==> src/rtl/twa_pkg.sv <==
// Shared types, constants and helpers for the thruster wrench allocation block.
package twa_pkg;

    localparam int AXES            = 6;
    localparam int WORD_W          = 16;
    localparam int LIMIT_W         = 15;
    localparam int MOTOR_W         = 3;
    localparam int COUNT_W         = 4;
    localparam int AXIS_W          = 3;
    localparam int CFG_IDX_W       = 2;
    localparam int PROD_W          = 2 * WORD_W;
    localparam int PAIR_W          = PROD_W + 1;
    localparam int ACC_W           = PROD_W + 3;
    localparam int THRUST_W        = 21;
    localparam int ROUND_SHIFT     = 14;
    localparam int RESULT_CAP      = 8;
    localparam int DEF_MAX_MOTORS  = 8;
    localparam int ROW_CMP_W       = 5;

    localparam logic [LIMIT_W-1:0] FORCE_LIM_RST   = 15'd15360;
    localparam logic [LIMIT_W-1:0] TORQUE_LIM_RST  = 15'd20480;
    localparam logic [COUNT_W-1:0] MOTOR_COUNT_RST = 4'd8;

    localparam logic signed [ACC_W-1:0] ROUND_BIAS = ACC_W'(8192);
    localparam logic signed [ACC_W-1:0] THRUST_HI  = ACC_W'(1048575);
    localparam logic signed [ACC_W-1:0] THRUST_LO  = -ACC_W'(1048576);

    typedef enum logic {
        CMD_LOAD   = 1'b0,
        CMD_WRENCH = 1'b1
    } cmd_t;

    typedef enum logic [CFG_IDX_W-1:0] {
        CFG_FORCE_LIM   = 2'd0,
        CFG_TORQUE_LIM  = 2'd1,
        CFG_MOTOR_COUNT = 2'd2
    } cfg_idx_t;

    // Six 16-bit lanes, one per axis: surge, sway, heave, roll, pitch, yaw.
    typedef logic [AXES-1:0][WORD_W-1:0] vec_t;

    typedef struct packed {
        logic               valid;
        logic [MOTOR_W-1:0] motor;
        logic               last;
    } row_tag_t;

    function automatic logic [WORD_W-1:0] clamp_sym(
        input logic signed [WORD_W-1:0] v,
        input logic [LIMIT_W-1:0]       lim
    );
        logic signed [WORD_W-1:0] hi;
        logic signed [WORD_W-1:0] lo;
        hi = $signed({1'b0, lim});
        lo = -hi;
        if (v > hi)
            return hi;
        else if (v < lo)
            return lo;
        else
            return v;
    endfunction

endpackage

==> src/rtl/twa_table.sv <==
// Allocation coefficient table: per-coefficient writes, one registered motor row read per cycle while rd_en is high.
module twa_table #(
    parameter int MAX_MOTORS = twa_pkg::DEF_MAX_MOTORS
) (
    input  logic                          aclk,
    input  logic                          aresetn,
    input  logic                          wr_en,
    input  logic [twa_pkg::MOTOR_W-1:0]   wr_motor,
    input  logic [twa_pkg::AXIS_W-1:0]    wr_axis,
    input  logic [twa_pkg::WORD_W-1:0]    wr_data,
    input  logic                          rd_en,
    input  logic [twa_pkg::MOTOR_W-1:0]   rd_motor,
    output twa_pkg::vec_t                 rd_row_reg
);

    twa_pkg::vec_t coef_reg [MAX_MOTORS];
    twa_pkg::vec_t rd_row_next;

    always_ff @(posedge aclk) begin
        if (!aresetn) begin
            for (int r = 0; r < MAX_MOTORS; r++)
                coef_reg[r] <= '0;
        end else if (wr_en) begin
            // out-of-range motor or axis matches no entry, so nothing changes
            for (int r = 0; r < MAX_MOTORS; r++) begin
                for (int a = 0; a < twa_pkg::AXES; a++) begin
                    if (twa_pkg::ROW_CMP_W'(r) == twa_pkg::ROW_CMP_W'(wr_motor) &&
                        twa_pkg::AXIS_W'(a) == wr_axis)
                        coef_reg[r][a] <= wr_data;
                end
            end
        end
    end

    always_comb begin
        rd_row_next = '0;
        for (int r = 0; r < MAX_MOTORS; r++) begin
            if (twa_pkg::ROW_CMP_W'(r) == twa_pkg::ROW_CMP_W'(rd_motor))
                rd_row_next = coef_reg[r];
        end
    end

    always_ff @(posedge aclk) begin
        if (rd_en)
            rd_row_reg <= rd_row_next;
    end

endmodule

==> config.mk <==
export PLATFORM = sky130hd
export DESIGN_NAME = twa_table
export DESIGN_NICKNAME = d
export VERILOG_FILES = /design/src/rtl/twa_pkg.sv /design/src/rtl/twa_table.sv
export SDC_FILE = /design/constraint.sdc
export NUM_CORES = 1
export LEC_CHECK = 0
export ABC_CLOCK_PERIOD_IN_PS = 3050
export BUFFER_PORTS_ARGS = -buffer_cell sky130_fd_sc_hd__buf_2
export CAP_MARGIN = 20
export CORE_MARGIN = 2
export CORE_UTILIZATION = 40
export CTS_BUF_LIST = sky130_fd_sc_hd__clkbuf_2
export DETAILED_ROUTE_END_ITERATION = 8
export PLACE_DENSITY = 0.66
export RECOVER_POWER = 25
export SLEW_MARGIN = 20
export SYNTH_ARGS = -nofsm -noshare
export SYNTH_HDL_FRONTEND = slang
export SYNTH_SLANG_ARGS = --single-unit
==> constraint.sdc <==
create_clock -name aclk -period 3.05 [get_ports aclk]
set_input_delay 0 -clock aclk [delete_from_list [all_inputs] [get_ports aclk]]
set_output_delay 0 -clock aclk [all_outputs]
set_load 0.01 [all_outputs]
==> results.sh <==
export IMPL_routedWlPerCell_um=26.3
export IMPL_yosysSeqAreaShare_pct=68.3
export IMPL_setup_viol=1
export IMPL_max_cap_violations=9
export IMPL_clock_latency_ps=1470
export IMPL_final_cell_mix="edfxtp_1, nor2_1, clkbuf_2"
export IMPL_drc=0
export IMPL_setup_tns_ps=-0.0675
export IMPL_cp_arrival_ps=4170
export IMPL_clockBufferDepth=3
export IMPL_switching_share_pct=27.4
export IMPL_antenna_found_initial=12
export IMPL_ys_flop_type="edfxtp_1"
export IMPL_fin_crit_ps=3050
export IMPL_hpwl_um=67900
export IMPL_post_place_cells=4060
export IMPL_layout_commonest_cell="edfxtp_1"
export IMPL_htreeDepth=4
export IMPL_p_leak_nw=14.4
export IMPL_ys_ff_latch=864
export IMPL_status="finished, violations left"
export IMPL_cp_start_kind="primary input"
export IMPL_cp_required_ps=4170
export IMPL_path_class="in2reg"
export IMPL_ys_types=36
export IMPL_synth_edf_count=864
export IMPL_nets=3139
export IMPL_placementRows=113
export IMPL_worst_pin_slew_ps=2070
export IMPL_grt_use_total_pct=24.3
export IMPL_reg2reg_to="rd_row_reg[63]$_DFFE_PP_"
export IMPL_clockRootBuffer="clkbuf_2"
export IMPL_whs_endpoint="rd_row_reg[30]$_DFFE_PP_"
export IMPL_tritoncts="built"
export IMPL_p_comb_share_pct=10.3
export IMPL_die_w_um=312
export IMPL_fmax_ghz=0.328
export IMPL_worst_r2r_setup_slack_ps=240
export IMPL_start_util_pct=40.2
export IMPL_syn_cell_area_um2=38000
export IMPL_grt_first_pass_wirelength_um=174000
export IMPL_synthArstFlopShare_pct=0
export IMPL_failed_checks="max-capacitance violations, max-slew violations, negative setup slack"
export IMPL_synthesis_instances=2747
export IMPL_synth_nets=2776
export IMPL_hp_start="rd_motor[1]"
export IMPL_crit_fanout=36
export IMPL_grt_pass1_vias=26500
export IMPL_dieHeight_um=312
export IMPL_ir_worst_vdd_mv=0.267
export IMPL_yosysWarnings=0
export IMPL_hold_violations=0
export IMPL_instances_no_fill=4538
export IMPL_crit_path_end_kind="flop"
export IMPL_power_switching_mw=6.68
export IMPL_core_area_um2=94600
export IMPL_min_delay_path_depth=7
export IMPL_syn2layout_area_growth_pct=14.2
export IMPL_powerDensity_nw_per_um2=561
export IMPL_clockPowerShare_pct=31.3
export IMPL_dr_pass1_iters=5
export IMPL_cts_buffers=203
export IMPL_portBuffers=124
export IMPL_p_int_mw=17.7
export IMPL_globalplace_congestion=0.839
export IMPL_slew_headroom_pct=-37.9
export IMPL_drt_iter0_drc=3301
export IMPL_finalWirelength_um=119000
export IMPL_die_area_um2=97400
export IMPL_io_pins=125
export IMPL_fillerInstances=8419
export IMPL_r2r_start="coef_reg[0][255]$_SDFFCE_PN0P_"
export IMPL_grt_max_degree=152
export IMPL_slew_violations=243
export IMPL_clkTransAtPathRegs_ps=120
export IMPL_min_period_over_period_pct=100
export IMPL_largest_reg_flops=768
export IMPL_vias=26400
export IMPL_syn_area_per_cell_um2=13.8
export IMPL_ff2ff_path_depth=7
export IMPL_hold_class="in2reg"
export IMPL_rsz0062_at_grt="no"
export IMPL_post_place_ws_ps=544
export IMPL_via_per_inst=5.82
export IMPL_fin_ws_ps=-0.0675
export IMPL_drive_gt1_share_pct=21.6
export IMPL_cts_sinks=864
export IMPL_finalClockSkew_ps=97.8
export IMPL_ant_nets=0
export IMPL_fin_util_pct=45.9
export IMPL_overflow=0
export IMPL_power_frac_seq_pct=58.4
==> area by class of cell <==
class / instances / area, um2 / share of cell area, %
diodes: 4 / 10.0 / 0.0231
clock buffers: 281 / 1410 / 3.24
clock inverters: 83 / 460 / 1.06
inverters: 18 / 67.6 / 0.156
multi-input cells: 1651 / 11000 / 25.4
flip-flops and latches: 864 / 25900 / 59.8
well taps: 1265 / 1580 / 3.65
repair buffers: 372 / 2880 / 6.65
==> layer usage <==
layer / track usage [%] / vias up / wire (um)
li1: - / 11200 / -
met4: 12.1 / 2 / 5680
met2: 37.9 / 1741 / 55400
met3: 6.37 / 290 / 13700
met1: 31.5 / 13200 / 44500
met5: 0 / - / 14
==> stage by stage <==
| stage | power [mW] | area [um2] | hold WS, ps |
|---|---|---|---|
| after floorplan | 15.8 | 38000 | 112 |
| after global placement | 16.8 | 40500 | 384 |
| after detailed placement | 16.8 | 40500 | 402 |
| after CTS | 24.5 | 43500 | 0.861 |
| after global routing | 25.2 | 43400 | 57.8 |
| final | 24.3 | 43400 | 88.8 |
==> cells in the mapped netlist (2+ instances only) <==
cell type  number  area share [%]
clkinv_1       15            0.15
nor2b_1         3           0.049
a2111oi_0      45             1.0
mux2i_1        97             2.6
nor2_1        676             6.7
nand2_1       133             1.3
a21oi_1        95             1.3
a2111oi_2      50             2.0
clkbuf_1      133             1.3
nand3_1         3           0.040
or2_2           2           0.033
edfxtp_1      864              68
nor3_1          2           0.026
a21boi_0       95             1.9
nand2b_1       98             1.6
or3b_2          3           0.069
a32o_1         95             2.5
nand3b_1        6            0.12
mux4_2         95             5.6
buf_4           4           0.079
buf_6          15            0.44
buf_2          50            0.66
inv_1           3           0.030
buf_1          12            0.12
o21ai_0       142             1.9
==> power groups by stage <==
stage / Sequential [mW] / Clock (mW) / Combinational (mW)
3_3_place_gp: 14.5 / 0 / 2.30
4_1_cts: 14.2 / 7.75 / 2.50
5_1_grt: 14.3 / 8.31 / 2.65
3_5_place_dp: 14.5 / 0 / 2.34
2_1_floorplan: 14.4 / 0 / 1.39
6_report: 14.2 / 7.62 / 2.50
==> critical path, stage by stage <==
cell           delay, ps
dlygate4sd3_1        550
dlygate4sd3_1        640
clkbuf_1             290
or3b_1              1570
clkbuf_2             970
nor2_1               130
==> kinds of logic after synthesis <==
kind of cell,synth area share [%]
flops,68.3
simple gates,10.1
mux,8.22
buf+inv,2.79
compound gates,10.6
==> worst max-delay path by stage <==
stage / from / endpoint / slack [ps] / cells past startpoint
floorplan: wr_axis[0] / coef_reg[0][240]$_SDFFCE_PN0P_ / 550 / 6
global placement: rd_motor[0] / rd_row_reg[34]$_DFFE_PP_ / 560 / 5
detailed placement: rd_motor[0] / rd_row_reg[34]$_DFFE_PP_ / 540 / 5
CTS: rd_motor[1] / rd_row_reg[33]$_DFFE_PP_ / 170 / 10
global route: wr_motor[1] / coef_reg[0][84]$_SDFFCE_PN0P_ / 50 / 11
finish: wr_motor[1] / coef_reg[1][66]$_SDFFCE_PN0P_ / -0.07 / 6
==> timing repair <==
action / CTS / global route
setup buffers: 0 / 0
hold endpoints to repair: 1728 / 0
hold buffers: 111 / 0
endpoints found under the setup margin: 0 / 1
gates resized for setup: 0 / 0
(Power assumes the default switching activity.)
