### src/rtl/twa_pkg.sv
// Shared types, constants and helpers for the thruster wrench allocation block.
package twa_pkg;

    localparam int AXES            = 6;
    localparam int WORD_W          = 16;
    localparam int LIMIT_W         = 15;
    localparam int MOTOR_W         = 3;
    localparam int COUNT_W         = 4;
    localparam int AXIS_W          = 3;
    localparam int CFG_IDX_W       = 2;
    localparam int PROD_W          = 2 * WORD_W;
    localparam int PAIR_W          = PROD_W + 1;
    localparam int ACC_W           = PROD_W + 3;
    localparam int THRUST_W        = 21;
    localparam int ROUND_SHIFT     = 14;
    localparam int RESULT_CAP      = 8;
    localparam int DEF_MAX_MOTORS  = 8;
    localparam int ROW_CMP_W       = 5;

    localparam logic [LIMIT_W-1:0] FORCE_LIM_RST   = 15'd15360;
    localparam logic [LIMIT_W-1:0] TORQUE_LIM_RST  = 15'd20480;
    localparam logic [COUNT_W-1:0] MOTOR_COUNT_RST = 4'd8;

    localparam logic signed [ACC_W-1:0] ROUND_BIAS = ACC_W'(8192);
    localparam logic signed [ACC_W-1:0] THRUST_HI  = ACC_W'(1048575);
    localparam logic signed [ACC_W-1:0] THRUST_LO  = -ACC_W'(1048576);

    typedef enum logic {
        CMD_LOAD   = 1'b0,
        CMD_WRENCH = 1'b1
    } cmd_t;

    typedef enum logic [CFG_IDX_W-1:0] {
        CFG_FORCE_LIM   = 2'd0,
        CFG_TORQUE_LIM  = 2'd1,
        CFG_MOTOR_COUNT = 2'd2
    } cfg_idx_t;

    // Six 16-bit lanes, one per axis: surge, sway, heave, roll, pitch, yaw.
    typedef logic [AXES-1:0][WORD_W-1:0] vec_t;

    typedef struct packed {
        logic               valid;
        logic [MOTOR_W-1:0] motor;
        logic               last;
    } row_tag_t;

    function automatic logic [WORD_W-1:0] clamp_sym(
        input logic signed [WORD_W-1:0] v,
        input logic [LIMIT_W-1:0]       lim
    );
        logic signed [WORD_W-1:0] hi;
        logic signed [WORD_W-1:0] lo;
        hi = $signed({1'b0, lim});
        lo = -hi;
        if (v > hi)
            return hi;
        else if (v < lo)
            return lo;
        else
            return v;
    endfunction

endpackage

### src/rtl/twa_datapath.sv
// Dot-product pipeline: multiply, pair sums, final sum with rounding and saturation.
module twa_datapath (
    input  logic                            aclk,
    input  logic                            aresetn,
    input  twa_pkg::row_tag_t               tag_in,
    input  twa_pkg::vec_t                   wrench_in,
    input  twa_pkg::vec_t                   coef_row,
    output logic                            advance,
    output logic                            m_valid,
    input  logic                            m_ready,
    output logic [twa_pkg::MOTOR_W-1:0]     m_motor_number,
    output logic signed [twa_pkg::THRUST_W-1:0] m_thrust,
    output logic                            m_last_motor
);

    twa_pkg::row_tag_t s1_tag_reg, s2_tag_reg, s3_tag_reg;
    twa_pkg::vec_t     s1_wrench_reg;

    logic signed [twa_pkg::PROD_W-1:0] prod_reg [twa_pkg::AXES];
    logic signed [twa_pkg::PAIR_W-1:0] pair_reg [twa_pkg::AXES/2];

    logic signed [twa_pkg::ACC_W-1:0]    acc;
    logic signed [twa_pkg::ACC_W-1:0]    shifted;
    logic signed [twa_pkg::THRUST_W-1:0] thrust_next;

    logic                               out_valid_reg;
    logic [twa_pkg::MOTOR_W-1:0]        out_motor_reg;
    logic signed [twa_pkg::THRUST_W-1:0] out_thrust_reg;
    logic                               out_last_reg;

    // whole pipe moves together; it holds only while a word waits at the output
    assign advance = !out_valid_reg || m_ready;

    always_ff @(posedge aclk) begin
        if (!aresetn) begin
            s1_tag_reg    <= '0;
            s2_tag_reg    <= '0;
            s3_tag_reg    <= '0;
            out_valid_reg <= 1'b0;
        end else if (advance) begin
            s1_tag_reg    <= tag_in;
            s2_tag_reg    <= s1_tag_reg;
            s3_tag_reg    <= s2_tag_reg;
            out_valid_reg <= s3_tag_reg.valid;
        end
    end

    always_ff @(posedge aclk) begin
        if (advance) begin
            s1_wrench_reg <= wrench_in;
            for (int a = 0; a < twa_pkg::AXES; a++)
                prod_reg[a] <= $signed(s1_wrench_reg[a]) * $signed(coef_row[a]);
            for (int p = 0; p < twa_pkg::AXES/2; p++)
                pair_reg[p] <= twa_pkg::PAIR_W'(prod_reg[2*p]) +
                               twa_pkg::PAIR_W'(prod_reg[2*p+1]);
            out_motor_reg  <= s3_tag_reg.motor;
            out_last_reg   <= s3_tag_reg.last;
            out_thrust_reg <= thrust_next;
        end
    end

    // Q10.22 product sum to Q13.8: round half up, then clip to the thrust range
    always_comb begin
        acc = twa_pkg::ACC_W'(pair_reg[0]) + twa_pkg::ACC_W'(pair_reg[1]) +
              twa_pkg::ACC_W'(pair_reg[2]) + twa_pkg::ROUND_BIAS;
        shifted = acc >>> twa_pkg::ROUND_SHIFT;
        if (shifted > twa_pkg::THRUST_HI)
            thrust_next = twa_pkg::THRUST_HI[twa_pkg::THRUST_W-1:0];
        else if (shifted < twa_pkg::THRUST_LO)
            thrust_next = twa_pkg::THRUST_LO[twa_pkg::THRUST_W-1:0];
        else
            thrust_next = shifted[twa_pkg::THRUST_W-1:0];
    end

    assign m_valid        = out_valid_reg;
    assign m_motor_number = out_motor_reg;
    assign m_thrust       = out_thrust_reg;
    assign m_last_motor   = out_last_reg;

endmodule

### config.mk
export PLATFORM = sky130hd
export DESIGN_NAME = twa_datapath
export DESIGN_NICKNAME = d
export VERILOG_FILES = /design/src/rtl/twa_pkg.sv /design/src/rtl/twa_datapath.sv
export SDC_FILE = /design/constraint.sdc
export NUM_CORES = 2
export LEC_CHECK = 0
export ABC_AREA = 1
export BUFFER_PORTS_ARGS = -buffer_cell sky130_fd_sc_hd__buf_2
export CAP_MARGIN = 20
export CORE_MARGIN = 2
export CORE_UTILIZATION = 55
export DETAILED_ROUTE_END_ITERATION = 10
export PLACE_DENSITY_LB_ADDON = 0.25
export SETUP_SLACK_MARGIN = 0.15
export SLEW_MARGIN = 10
export SYNTH_ARGS = -nofsm -noshare
export SYNTH_HDL_FRONTEND = slang
export SYNTH_SLANG_ARGS = --single-unit
### constraint.sdc
create_clock -name aclk -period 18.9 [get_ports aclk]
set_input_delay 1.89 -clock aclk [delete_from_list [all_inputs] [get_ports aclk]]
set_output_delay 1.89 -clock aclk [all_outputs]
set_load 0.02 [all_outputs]
==> metrics.cfg <==
[floorplan]
die_w_microns=396
die_area_sq_um=157000
fp.dieH_microns=396
ios=227
core_sq_um=152000
rows=143
initial_utilization_pct=55.5

[logic_synthesis]
synthXorXnorAreaFrac_pct=2.63
synth_mux_area_share_pct=0
synthTopCellsByArea=fa_1 (38%), edfxtp_1 (15%), inv_1 (12%)
synthesis.instances=10100
synth_simple_gate_area_share_pct=15.7
synth_compound_area_share_pct=4.90
synth_top_area_share_pct=38.0
synth-edff-count=412
synth.ff_latch_count=428
async_reset_ff_share_pct=0
syn_area_sq_um=84700
ys_seq_area_share_pct=15.0
yosysTopAreaCell=fa_1
synth_area_per_cell_sq_um=8.35
yosysWarnings=0
synthAdderAreaFrac_pct=47.6
synth-main-ff-cell=edfxtp_1
synth_top_family_by_area=adder cells
ys_types=50
synth_nets=12600

[routing]
vias=63600
ant_nets=0
first_pass_iters=8
totalWireLength_microns=220000
met2WireLength_microns=104000
m1WireLength_microns=97100
top_layer=met4
post_drt_wl_per_cell_microns=18.1
drt_iter0_markers=4371
drc=0
via_per_inst=5.23
wl_met3_microns=13800

[timing]
worst_pin_slew_ps=1060
setup_ws_ps=11790
period_minus_slack_ps=7110
max_freq_ghz=0.141
hold_viol_final=0
final-max-slew-violation-count=0
rsz0062_at_grt=false
fin_crit_sh_pct=37.6
setup_tns_ps=0
slew_headroom_pct=29.6
clock_skew_ps=27.8
setup_violations=0

[finish]
multi_input_area_sq_um=60000
syn2layout_area_growth_pct=5.28
final_core_util_pct=58.5
final_nets=12500
largest_reg_flops=192
nFillCells=13800
seqCellArea_sq_um=12700
drive_gt1_share_pct=4.48
fin_area_sq_um=89100
final_common_cell=inv_1
layout_common_cells=inv_1 (2,814), nand2_1 (2,375), fa_1 (1,607)

[critical_path]
path_common_cell=fa_1
cp_cell_sequence=buf_2 -> nand2_1 -> inv_1 -> fa_1 -> fa_1 -> fa_1 -> fa_1 -> fa_1 -> inv_1 -> fa_1 -> inv_1 -> ha_1 -> nand2_2 -> nor2_1 -> inv_2 -> nor2_1 -> nand4_1 -> nand3_1 -> xor2_1
critPathArrivalTime_ps=7560
cpPeakStageDelay_ps=920
critical_path_required_ps=19350
critPathSlowestCell=fa_1
start_kind=input port
worstPathMaxFanout=16
reg2regPathDepth=18
crit_family=adder cells
cp_num_cells=19
endpoint_kind=flop
crit_type=in2reg
path_buf_inv=5

[status]
status=finished clean

[clocking]
clk_latency_ps=710
cts-root-buf=clkbuf_16
max-clock-path-buffers=3
numCtsBuffers=59
holdBufCountCts=0
h-tree-depth=2
clk_pin_slew_ps=60
numClockSinks=428
cts.repair.resized=0
cts_tree=yes
postCtsSetupBuffers=0

[worst_hold_path]
hp-class=reg2reg
holdPathStages=0

[job]
cap_violations=0

[global_routing]
grt_overflow=0
grt_usage_pct=29.0
grt_pass1_wl_microns=360000
antenna_found_initial=9
grt_max_degree=130
grt_pass1_vias=67800

[placement]
io_buffers=226
dpl-instance-area_sq_um=87100
pre_cts_ws_ps=11110
dp_hpwl_microns=185000
place.gp.congestion=0.981

==> area by class of cell <==
type                            instances  area share (%)
Multi-Input combinational cell       6524            67.3
Sequential cell                       428            14.2
Inverter                             2824            11.9
Tap cell                             2030            2.85
Clock buffer                           66            1.77
Timing Repair Buffer                  238            1.38
Clock inverter                         43           0.507
Antenna cell                            4          0.0112
==> per-stage QoR <==
stage | hold slack, ps | std cells
2_1_floorplan | 409 | 10100
4_1_cts | 420 | 12200
3_5_place_dp | 418 | 12000
3_3_place_gp | 413 | 12000
6_report | 432 | 12200
5_1_grt | 438 | 12200
==> worst register-to-register path: cells and delay by family (launching register included) <==
| family | cells | cell delay [ps] |
|---|---|---|
| simple gates | 6 | 1110 |
| fa+ha+maj | 7 | 3880 |
| xor+xnor | 1 | 90 |
| buf+inv | 4 | 330 |
| flops | 1 | 780 |
==> synth_stat cells, types with 7 or more instances <==
master / count
inv_1: 2815
nand2_1: 2375
fa_1: 1607
ha_1: 652
nor2_1: 453
edfxtp_1: 412
clkbuf_1: 347
a21oi_1: 314
nand3_1: 232
xor2_1: 188
o21ai_0: 158
xnor2_1: 66
o21bai_1: 65
nand4_1: 52
nor3_1: 49
a21o_1: 46
or2_2: 30
a21boi_0: 28
o21ai_1: 24
a31oi_1: 22
dfxtp_1: 16
nor4_1: 15
o21ai_2: 14
or2_1: 13
nor2_2: 12
o21a_1: 12
nor3_2: 11
nand2_2: 10
nand3b_1: 10
inv_2: 9
nand2b_1: 9
and2_1: 7
and3_1: 7
==> logic make-up (layout without fill, tap and decap cells) <==
family / count (synthesis) / after routing
other: 0 / 4
flip-flops: 428 / 428
adder cells (fa/ha/maj): 2259 / 2259
XOR/XNOR: 254 / 254
AND/OR/NAND/NOR: 3298 / 3298
AO/OA/AOI/OAI: 713 / 713
buffers and inverters: 3182 / 3171
==> metal layers <==
metal  vias to the layer above  GRT usage (%)
met2                      2088           47.7
li1                      29600              -
met3                       311           3.12
met1                     31600           41.3
met4                         0           7.10
met5                         -              0
==> final timing paths <==
| kind | startpoint | slack, ps | end |
|---|---|---|---|
| worst max-delay path | coef_row[17] | 11790 | prod_reg[1][23] |
| worst min-delay path | s3_tag_reg[0] | 430 | m_last_motor |
| worst max register to register | s1_wrench_reg[31] | 12460 | prod_reg[1][23] |
| worst min register to register | s3_tag_reg[0] | 430 | m_last_motor |
Power is not shown: default switching activity piles up to over one toggle a cycle in this logic, so the estimate is an artifact.
